### src/pbwa_pkg.sv
`timescale 1ns / 1ps

package pbwa_pkg;

    localparam int WINDOW_COUNT = 3;
    localparam int ADDR_W       = 64;
    localparam int WORD_W       = 32;
    localparam int IN_TDATA_W   = 128;
    localparam int OUT_TDATA_W  = 200;
    localparam int CFG_IDX_W    = 3;

    localparam logic [1:0] KIND_IO    = 2'd0;
    localparam logic [1:0] KIND_MEM32 = 2'd1;
    localparam logic [1:0] KIND_MEM64 = 2'd2;
    localparam logic [1:0] KIND_OTHER = 2'd3;

    // memory type field of a memory BAR, low word bits [2:1]
    localparam logic [1:0] MEM_TYPE_32 = 2'b00;
    localparam logic [1:0] MEM_TYPE_64 = 2'b10;

    localparam logic [CFG_IDX_W-1:0] CFG_REG_COUNT = 3'd6;

    localparam logic [ADDR_W-1:0] FLAG_MASK_IO  = 64'h3;
    localparam logic [ADDR_W-1:0] FLAG_MASK_MEM = 64'hf;
    localparam logic [WORD_W-1:0] UPPER_FILL    = 32'hffff_ffff;

    typedef struct packed {
        logic [1:0]        kind;
        logic              req;
        logic [ADDR_W-1:0] size;
        logic [ADDR_W-1:0] mask;
        logic [ADDR_W-1:0] cur_addr;
    } bar_dec_t;

endpackage

### src/pbwa_decode.sv
`timescale 1ns / 1ps

module pbwa_decode
    import pbwa_pkg::*;
(
    input  logic [IN_TDATA_W-1:0] tdata,
    output bar_dec_t              dec
);

    logic [WORD_W-1:0] lo_val;
    logic [WORD_W-1:0] lo_mask;
    logic [WORD_W-1:0] hi_val;
    logic [WORD_W-1:0] hi_mask;
    logic [1:0]        kind;
    logic [ADDR_W-1:0] raw_addr;
    logic [ADDR_W-1:0] raw_mask;
    logic [ADDR_W-1:0] masked;

    assign lo_val  = tdata[31:0];
    assign lo_mask = tdata[63:32];
    assign hi_val  = tdata[95:64];
    assign hi_mask = tdata[127:96];

    always_comb
    begin
        if (lo_val[0])
        begin
            kind = KIND_IO;
        end
        else
        begin
            case (lo_val[2:1])
                MEM_TYPE_32: kind = KIND_MEM32;
                MEM_TYPE_64: kind = KIND_MEM64;
                default:     kind = KIND_OTHER;
            endcase
        end
    end

    always_comb
    begin
        if (kind == KIND_MEM64)
        begin
            raw_addr = {hi_val, lo_val};
            raw_mask = {hi_mask, lo_mask};
        end
        else
        begin
            raw_addr = {{WORD_W{1'b0}}, lo_val};
            // fill the upper half of a nonzero 32-bit mask with ones
            raw_mask = (lo_mask != '0) ? {UPPER_FILL, lo_mask} : {ADDR_W{1'b0}};
        end
    end

    assign masked = raw_mask & ~FLAG_MASK_MEM;

    assign dec.kind     = kind;
    assign dec.mask     = masked;
    assign dec.size     = ~masked + 64'd1;
    assign dec.req      = (kind != KIND_OTHER) && (masked != '0);
    assign dec.cur_addr = raw_addr & ~((kind == KIND_IO) ? FLAG_MASK_IO : FLAG_MASK_MEM);

endmodule

### src/pci_bar_window_allocator.sv
`timescale 1ns / 1ps
// An accepted beat is registered in s1_reg, then its result in out_data_reg.
// Throughput: one beat per cycle unless m_axis stalls; on a grant with no config
// write the kind's free pointer moves with the result load, so beats of one kind chain.
// Reset (rst_n low, asynchronous): both pipeline stages empty, window bases and
// sizes 0, every free pointer 1.

module pci_bar_window_allocator
    import pbwa_pkg::*;
(
    input  logic                   clk,
    input  logic                   rst_n,

    input  logic                   s_axis_tvalid,
    output logic                   s_axis_tready,
    // [31:0] probe_low_value, [63:32] probe_low_mask,
    // [95:64] probe_high_value, [127:96] probe_high_mask
    input  logic [IN_TDATA_W-1:0]  s_axis_tdata,

    output logic                   m_axis_tvalid,
    input  logic                   m_axis_tready,
    // [63:0] region_size, [127:64] current_address,
    // [191:128] assigned_address, [192] assign_done, [193] out_of_window,
    // [194] uses_two_slots, [199:195] zero
    output logic [OUT_TDATA_W-1:0] m_axis_tdata,
    // [1:0] bar_kind
    output logic [1:0]             m_axis_tuser,

    input  logic                   cfg_we,
    input  logic [CFG_IDX_W-1:0]   cfg_index,
    input  logic [ADDR_W-1:0]      cfg_data
);

    bar_dec_t          dec;
    bar_dec_t          s1_reg;
    logic              s1_valid_reg;
    logic              out_valid_reg;
    logic [OUT_TDATA_W-1:0] out_data_reg;
    logic [OUT_TDATA_W-1:0] out_data_next;
    logic [1:0]        out_kind_reg;

    logic [ADDR_W-1:0] base_reg [WINDOW_COUNT];
    logic [ADDR_W-1:0] len_reg  [WINDOW_COUNT];
    logic [ADDR_W-1:0] free_reg [WINDOW_COUNT];

    logic              out_load;
    logic              s1_adv;
    logic [ADDR_W-1:0] sel_free;
    logic [ADDR_W-1:0] sel_base;
    logic [ADDR_W-1:0] sel_len;
    logic [ADDR_W-1:0] rounded;
    logic [ADDR_W-1:0] alloc_end;
    logic              fail;
    logic              grant;
    logic [1:0]        cfg_win;

    pbwa_decode u_decode
    (
        .tdata (s_axis_tdata),
        .dec   (dec)
    );

    assign out_load      = !out_valid_reg || m_axis_tready;
    assign s1_adv        = s1_valid_reg && out_load;
    assign s_axis_tready = !s1_valid_reg || out_load;
    assign m_axis_tvalid = out_valid_reg;
    assign m_axis_tdata  = out_data_reg;
    assign m_axis_tuser  = out_kind_reg;

    always_comb
    begin
        case (s1_reg.kind)
            KIND_IO:
            begin
                sel_free = free_reg[0];
                sel_base = base_reg[0];
                sel_len  = len_reg[0];
            end
            KIND_MEM32:
            begin
                sel_free = free_reg[1];
                sel_base = base_reg[1];
                sel_len  = len_reg[1];
            end
            KIND_MEM64:
            begin
                sel_free = free_reg[2];
                sel_base = base_reg[2];
                sel_len  = len_reg[2];
            end
            default:
            begin
                sel_free = '0;
                sel_base = '0;
                sel_len  = '0;
            end
        endcase
    end

    // size - 1 is the inverted mask and its complement is the mask itself
    assign rounded   = (sel_free + ~s1_reg.mask) & s1_reg.mask;
    assign alloc_end = rounded + s1_reg.size;
    assign fail      = s1_reg.req && ((alloc_end - sel_base) > sel_len);
    assign grant     = s1_reg.req && !fail;

    always_comb
    begin
        out_data_next          = '0;
        out_data_next[63:0]    = s1_reg.size;
        out_data_next[127:64]  = s1_reg.cur_addr;
        out_data_next[191:128] = grant ? rounded : {ADDR_W{1'b0}};
        out_data_next[192]     = s1_reg.req;
        out_data_next[193]     = fail;
        out_data_next[194]     = (s1_reg.kind == KIND_MEM64);
    end

    assign cfg_win = cfg_index[2:1];

    always_ff @(posedge clk or negedge rst_n)
    begin
        if (!rst_n)
        begin
            s1_valid_reg  <= 1'b0;
            out_valid_reg <= 1'b0;
        end
        else
        begin
            if (s_axis_tvalid && s_axis_tready)
                s1_valid_reg <= 1'b1;
            else if (s1_adv)
                s1_valid_reg <= 1'b0;

            if (out_load)
                out_valid_reg <= s1_valid_reg;
        end
    end

    always_ff @(posedge clk)
    begin
        if (s_axis_tvalid && s_axis_tready)
            s1_reg <= dec;
        if (s1_adv)
        begin
            out_data_reg <= out_data_next;
            out_kind_reg <= s1_reg.kind;
        end
    end

    always_ff @(posedge clk or negedge rst_n)
    begin
        if (!rst_n)
        begin
            for (int i = 0; i < WINDOW_COUNT; i++)
            begin
                base_reg[i] <= '0;
                len_reg[i]  <= '0;
                free_reg[i] <= 64'd1;
            end
        end
        else if (cfg_we && (cfg_index < CFG_REG_COUNT))
        begin
            if (!cfg_index[0])
            begin
                base_reg[cfg_win] <= cfg_data;
                free_reg[cfg_win] <= (cfg_data != '0) ? cfg_data : 64'd1;
            end
            else
            begin
                len_reg[cfg_win] <= cfg_data;
            end
        end
        else if (s1_adv && grant)
        begin
            // advance the kind's pointer past the new region
            free_reg[s1_reg.kind] <= alloc_end;
        end
    end

endmodule

### config.mk
export PLATFORM = sky130hd
export DESIGN_NAME = pci_bar_window_allocator
export DESIGN_NICKNAME = d
export VERILOG_FILES = /design/src/pbwa_pkg.sv /design/src/pbwa_decode.sv /design/src/pci_bar_window_allocator.sv
export SDC_FILE = /design/constraint.sdc
export NUM_CORES = 2
export LEC_CHECK = 0
export ABC_AREA = 1
export BUFFER_PORTS_ARGS = -buffer_cell sky130_fd_sc_hd__buf_2
export CAP_MARGIN = 20
export CELL_PAD_IN_SITES_DETAIL_PLACEMENT = 0
export CELL_PAD_IN_SITES_GLOBAL_PLACEMENT = 1
export CORE_MARGIN = 2
export CORE_UTILIZATION = 31
export CTS_CLUSTER_SIZE = 25
export DETAILED_ROUTE_END_ITERATION = 6
export GPL_ROUTABILITY_DRIVEN = 1
export PLACE_DENSITY = 0.68
export SLEW_MARGIN = 20
export SYNTH_ARGS = -nofsm -noshare
export SYNTH_HDL_FRONTEND = slang
export SYNTH_SLANG_ARGS = --single-unit
### constraint.sdc
create_clock -name clk -period 15.41 [get_ports clk]
set_clock_uncertainty 0.1 [all_clocks]
set_input_delay 3.8525 -clock clk [delete_from_list [all_inputs] [get_ports clk]]
set_output_delay 3.8525 -clock clk [all_outputs]
set_load 0.05 [all_outputs]
# Word-level counts from Yosys, hierarchy flattened

Index checks and enable logic that the tools add are counted.

Add/subtract/negate cells: 4
$lt $le $gt $ge: 6
Equality and inequality tests: 6
Muxes and demuxes: 23
Bitwise logic cells: 8
Reductions and logical operators: 25

Operators by type and width:

| cell                                                                         | count |
|---|---|
| 192-bit bitwise mux                                                          | 4 |
| 192-bit two-way mux                                                          | 3 |
| 64-bit one-hot mux with 3 select lines                                       | 3 |
| 64-bit two-way mux                                                           | 6 |
| 64-bit demux with 2-bit select                                               | 2 |
| 64-bit inverter                                                              | 3 |
| 64-bit adder                                                                 | 2 |
| 64-bit bitwise AND                                                           | 2 |
| 64-bit nonzero test                                                          | 2 |
| 64-bit by 1-bit adder with 64-bit output, second input constant              | 1 |
| 64-bit > comparator                                                          | 1 |
| 64-bit subtractor                                                            | 1 |
| 32-bit nonzero test                                                          | 1 |
| 1-bit logical AND                                                            | 9 |
| 2-bit == test, second input constant                                         | 3 |
| 3-bit >= comparator, second input constant                                   | 2 |
| 2-bit logical NOT                                                            | 3 |
| 3-bit by 1-bit less-than comparator with 1-bit output, second input constant | 2 |
| 2-bit inverter with 3-bit output                                             | 2 |
| 2-bit AND reduction                                                          | 3 |
| 4-bit two-way mux                                                            | 1 |
| 2-bit != test, second input constant                                         | 2 |
| 2-bit one-hot mux with 2 select lines                                        | 1 |
| 2-bit nonzero test                                                           | 2 |
| 7 further kinds                                                              | 11 |

Register bits: 966
Logic and storage cells: 91

# Logic depth before layout (Yosys ltp)

Depth in word-level cells: 13
Gate-level depth with buffers: 64

# By module

Synthesis repeated with hierarchy kept, for this count alone.

Cells, all modules: 6,860
Area, all modules: 55,981.2 um^2

Modules (own cells, without submodules):

| module                   | instances | cells an instance | area an instance (um^2) | sequential area each (um^2) |
|---|---|---|---|---|
| pci_bar_window_allocator | 1         | 6,239             | 52,968.3                | 26,238.9 |
| pbwa_decode              | 1         | 621               | 3,012.9                 | 0.0 |

# Worst setup path before layout

Ideal clock, no wire load.

Path type: input to register
Start: in m_axis_tready
End: reg s1_reg, in the netlist out_data_next[100], enable pin
Setup time: 0.535 ns
Data arrival time: 7.990 ns
Required time: 14.775 ns
Setup slack: 6.785 ns
Stages on the path: 4
Path buffers: 0
Cells stage by stage: inv_1 nand3_1 nand2_1 inv_1

Longest elaborated chain between the ends: 3

Ends and longest elaborated chain:

| what                   | RTL line                        | text |
|---|---|---|
| start: declaration     | pci_bar_window_allocator.sv:21  | `input logic m_axis_tready,` |
| 1-bit logical OR       | pci_bar_window_allocator.sv:63  | `assign out_load = !out_valid_reg \|\| m_axis_tready;` |
| 1-bit logical OR       | pci_bar_window_allocator.sv:65  | `assign s_axis_tready = !s1_valid_reg \|\| out_load;` |
| via s_axis_tready      | pci_bar_window_allocator.sv:15  | `output logic s_axis_tready,` |
| 1-bit logical AND      | pci_bar_window_allocator.sv:140 | `if (s_axis_tvalid && s_axis_tready)` |
| end signal: assignment | pci_bar_window_allocator.sv:141 | `s1_reg <= dec;` |
| end: declaration       | pci_bar_window_allocator.sv:35  | `bar_dec_t s1_reg;` |

The timed path passes the listed nets, and every way through them passes these cells.
A chain may end at the register's enable or synchronous reset.

# Worst setup path in the final report

Start: reg s1_reg[194] in the netlist's numbering
End: reg free_reg[123] in the netlist's numbering

Longest elaborated chain between the ends: 13

Ends and longest elaborated chain:

| what                                        | RTL line                        | text |
|---|---|---|
| 2-bit == test, or another cell as far along | pci_bar_window_allocator.sv:72  | `case (s1_reg.kind)` |
| 64-bit one-hot mux with 3 select lines (*)  | pci_bar_window_allocator.sv:72  |  |
| 64-bit adder (*)                            | pci_bar_window_allocator.sv:101 | `assign rounded = (sel_free + ~s1_reg.mask) & s1_reg.mask;` |
| 64-bit bitwise AND (*)                      | pci_bar_window_allocator.sv:101 |  |
| via rounded[48]                             | pci_bar_window_allocator.sv:51  | `logic [ADDR_W-1:0] rounded;` |
| 64-bit adder (*)                            | pci_bar_window_allocator.sv:102 | `assign alloc_end = rounded + s1_reg.size;` |
| 64-bit subtractor                           | pci_bar_window_allocator.sv:103 | `assign fail = s1_reg.req && ((alloc_end - sel_base) > sel_len);` |
| 64-bit > comparator                         | pci_bar_window_allocator.sv:103 |  |
| 1-bit logical AND                           | pci_bar_window_allocator.sv:103 |  |
| 1-bit logical NOT                           | pci_bar_window_allocator.sv:104 | `assign grant = s1_reg.req && !fail;` |
| 1-bit logical AND                           | pci_bar_window_allocator.sv:104 |  |
| 1-bit logical AND                           | pci_bar_window_allocator.sv:172 | `else if (s1_adv && grant)` |
| 2-bit nonzero test (no source line)         | n/a                             |  |
| 2-bit AND reduction (no source line)        | n/a                             |  |
| end signal: indexed assignment              | pci_bar_window_allocator.sv:165 | `free_reg[cfg_win] <= (cfg_data != '0) ? cfg_data : 64'd1;` |
| end signal: indexed assignment              | pci_bar_window_allocator.sv:175 | `free_reg[s1_reg.kind] <= alloc_end;` |
| end: declaration                            | pci_bar_window_allocator.sv:44  | `logic [ADDR_W-1:0] free_reg [WINDOW_COUNT];` |

Mark *: on every way through the listed nets, which the timed path passes. The rest lies on a longest branch. The select of a mux whose other input is x is not followed.

==> flow_results.org <==
** Outcome
- Run status :: completed

** Placed design
- Weighted congestion at the end of routability-driven global placement :: between 0.9 and 1
- HPWL after DPL :: 153 mm
- OpenSTA, run right after detailed placement, puts the worst setup slack at between 2 and 3 ns.
- During placement, the flow inserted port buffers numbering 388.

** Final layout
- Growth of design area from synthesis to finish :: 14.8%
- Number of fill cells in the layout :: 18.0k
- Post-layout utilization of the core :: 0.359
- After the last flow step, the layout net total stands at ~7.3k.
- Fraction of final layout cells with drive strength greater than 1 :: 0.104

** Run
- Max_cap viols :: 0

** Detailed routing
- In this run, the number of DRC markers left after iteration 0 of detailed routing was approximately 3.9k.
- In the routed layout, each cell is associated on average with a via count of 5.10.
- Wires add up to about 200 mm.
- Across all layers, the routed design uses 47.4k vias.
- The routed design uses 11.2 mm of met3 wire.
- In the detailed route, the total length drawn on met2 is 95.1 mm.
- In the final routed layout, each cell accounts on average for 22.2 um.
- After detailed routing, the number of remaining DRC violations is 0.
- The detailed router put a total of between 90 and 100 mm of wire on met1.
- Detailed-router iteration count before antenna repair :: 6
- Routed signal wires occupy layers up through met5.
- The detail route stage leaves a number of antenna-violating nets equal to 0.

** Floorplanning
- Die height :: roughly 420 um
- Die X-Extent :: between 400 and 500 um
- The initialized floorplan defines roughly 150 standard-cell rows.
- Initial standard-cell utilization of the core :: 0.313
- In this run the count of I/O pins placed on the die edge is 404.
- Die Footprint :: 177000 um^2
- Placeable core area :: about 170000 um^2

** Clock network
- In this run the number of H-tree levels came out at 3.
- Gates resized, CTS repair :: 0
- Clock tree from TritonCTS :: yes
- The clock drives roughly 950 sinks.
- Once the clock tree was built, the setup fixing pass inserted 0 buffers.
- Clk root buf :: sky130_fd_sc_hd__clkbuf_16
- After clock tree synthesis, the clock-pin slew on the worst setup and hold paths is around 0.060 ns.
- Clock latency on the worst-skew pair, taken at its later pin, is 0.76 ns.
- In this run, CTS created clock tree buffers numbering about 110.
- The clock passes through at most 3 buffers.
- Hold repair after CTS inserted 0 buffers.

** Global routing
- Entering global routing, the biggest net connects 168 pins.
- Aggregate global routing overflow :: 0
- Global-route wire length before repair :: 303 mm
- Antenna violations before repair :: 8
- Number of global-route vias before repair :: approximately 46k
- Total global-route track usage :: 0.229

** Critical path
- On the critical path the largest part of the delay comes from simple AND/OR/NAND/NOR gates.
- Maximum fanout encountered on the critical timing path :: 43
- Data on the critical path arrives at its endpoint at 13.32 ns.
- Slack of the worst reg-to-reg path :: approximately 2.7 ns
- The startpoint identified for the worst register-to-register timing path is s1_reg[194].
- Critical path's largest stage delay :: 0.88 ns
- STA classifies the critical path startpoint as a flip-flop.
- Bufs and invs on worst path :: 9
- End of the worst register-to-register path :: free_reg[123]
- Data on the critical path is required at its endpoint by about 16 ns.
- Worst path depth :: 51
- The worst register-to-register path has a depth of 51.
- The slowest stage of the critical path belongs to the cell sky130_fd_sc_hd__nor4_1.
- Critical setup path kind :: flip-flop to flip-flop
- The worst setup path is captured at a flip-flop.
- The cell that appears most often on the critical path is sky130_fd_sc_hd__nand2_1.

** Timing
- Worst slew pin tran :: 1.14 ns
- Final setup viols :: 0
- Unrepaired setup endpoints after global routing :: false
- Max Fclk :: 78.4 MHz
- Final Cycle Share :: 0.827
- Headroom to the max-slew limit :: 0.231
- Summed over all failing endpoints, the final setup total negative slack is 0 ns.
- Number of slew-limit violations in the final report :: 0
- Final Critical Period :: between 10 and 15 ns
- In the post-route analysis, the smallest setup slack over all paths is 2.66 ns.
- The total count of hold-check failures in the final report came to 0.

** Pwr
- VDD sags by at most 0.111 mV.
- PwrDens :: 201 nW/um^2
- Reported leakage power :: roughly 28 nW

** Synthesis
- Synthesized area per cell :: between 8 and 9 um^2
- The most used flip-flop cell after synthesis is sky130_fd_sc_hd__dfrtp_1.
- In this run the cell area of the synthesized design comes to between 50000 and 60000 um^2.
- The Yosys step of the flow raised 0 warnings.
- Counting distinct cell types in the post-synthesis netlist gives 67.
- In the synthesized netlist, the number of instances is approximately 6.6k.
- The synthesized design contains about 370 enable-type register cells.
- The share of the Yosys chip area taken by registers is 0.477.
- Number of synthesized register bits :: 949
- Async set-or-reset flop fraction in the synthesized netlist :: 0.609

** Hold path
- Hold worst-path end :: m_axis_tdata[70]
- The worst hold path was traced through 0 stages.
- The worst hold path begins at out_data_next[70].
- Type of the most critical hold path :: flip-flop to flip-flop
worst max path at each step:
stage,from,to
floorplan,m_axis_tready,out_data_next[100]
global placement,s1_reg[194],free_reg[123]
detailed placement,s1_reg[194],free_reg[123]
CTS,s1_reg[194],free_reg[123]
global route,s1_reg[194],free_reg[125]
finish,s1_reg[194],free_reg[123]
synthesized netlist by cell type (91+ instances only):
master	count	area, um^2
sky130_fd_sc_hd__a21oi_1	500	2500
sky130_fd_sc_hd__a22o_1	122	1070
sky130_fd_sc_hd__clkbuf_1	221	830
sky130_fd_sc_hd__dfrtp_1	575	14400
sky130_fd_sc_hd__edfxtp_1	371	11100
sky130_fd_sc_hd__ha_1	242	3030
sky130_fd_sc_hd__inv_1	608	2280
sky130_fd_sc_hd__nand2_1	1666	6250
sky130_fd_sc_hd__nand3_1	198	991
sky130_fd_sc_hd__nor2_1	650	2440
sky130_fd_sc_hd__nor3_1	91	455
sky130_fd_sc_hd__o21ai_0	611	3060
sky130_fd_sc_hd__xor2_1	101	885
area by class of cell:
| cell class | count | area (um^2) | share of cell area |
|---|---|---|---|
| Antenna cell | 2 | 5.00 | 0.0000811 |
| Clock buffer | 133 | 2820 | 0.0457 |
| Clock inverter | 63 | 800 | 0.0130 |
| Inverter | 645 | 2440 | 0.0396 |
| Multi-Input combinational cell | 4741 | 24700 | 0.400 |
| Sequential cell | 949 | 25600 | 0.415 |
| Tap cell | 2310 | 2890 | 0.0468 |
| Timing Repair Buffer | 445 | 2440 | 0.0396 |
layout by cell type, fill, tap and decap left out, types with 14 or more instances in the layout:
cell                           n
sky130_fd_sc_hd__a21boi_0     19
sky130_fd_sc_hd__a21oi_1     500
sky130_fd_sc_hd__a22o_1      122
sky130_fd_sc_hd__a31oi_1      33
sky130_fd_sc_hd__and2_1       27
sky130_fd_sc_hd__buf_2       387
sky130_fd_sc_hd__buf_4        52
sky130_fd_sc_hd__bufinv_16    14
sky130_fd_sc_hd__clkbuf_1     19
sky130_fd_sc_hd__clkbuf_16   105
sky130_fd_sc_hd__clkinv_1     26
sky130_fd_sc_hd__clkinv_2     26
sky130_fd_sc_hd__conb_1       15
sky130_fd_sc_hd__dfrtp_1     575
sky130_fd_sc_hd__edfxtp_1    371
sky130_fd_sc_hd__ha_1        242
sky130_fd_sc_hd__inv_1       601
sky130_fd_sc_hd__inv_2        17
sky130_fd_sc_hd__nand2_1    1658
sky130_fd_sc_hd__nand2_2      14
sky130_fd_sc_hd__nand3_1     198
sky130_fd_sc_hd__nand3b_1     16
sky130_fd_sc_hd__nand4_1      43
sky130_fd_sc_hd__nor2_1      648
sky130_fd_sc_hd__nor2_2       19
sky130_fd_sc_hd__nor3_1       90
sky130_fd_sc_hd__nor4_1       68
sky130_fd_sc_hd__o21a_1       44
sky130_fd_sc_hd__o21ai_0     611
sky130_fd_sc_hd__o21ai_1      30
sky130_fd_sc_hd__o22ai_1      69
sky130_fd_sc_hd__xnor2_1      46
sky130_fd_sc_hd__xor2_1      101
per-layer routing:
layer  global-route usage  up-vias
li1                     -    22700
met1                0.311    23000
met2                0.371     1468
met3               0.0310      280
met4               0.0829        4
met5                    0        -
power breakdown:
part / total [mW] / switching (mW) / internal, mW / leakage, nW
clock network: 2.67 / 1.13 / 1.54 / 1.77
logic: 6.21 / 4.28 / 1.93 / 15.6
registers: 3.53 / 0.293 / 3.23 / 10.9
kinds of logic after synthesis:
logic type | Yosys count | synth area share
AOI/OAI and AO/OA | 1513 | 0.160
xor gates and xnor gates | 151 | 0.0252
adders and majority gates | 243 | 0.0567
buffers and inverters | 918 | 0.0661
DFF | 949 | 0.477
other | 1 | 0.0000698
and+or+nand+nor | 2819 | 0.216
per-stage QoR:
step	cell area (um^2)	std cells	hold WS (ns)	total power, mW
4_1_cts	61700	9285	0.317	12.4
3_5_place_dp	58000	9089	0.305	9.70
6_report	61700	9288	0.315	12.4
3_3_place_gp	58000	9089	0.300	9.67
2_1_floorplan	53800	6608	0.300	7.68
5_1_grt	61700	9287	0.323	13.3
Note: power is estimated with default switching activity, not from simulation.
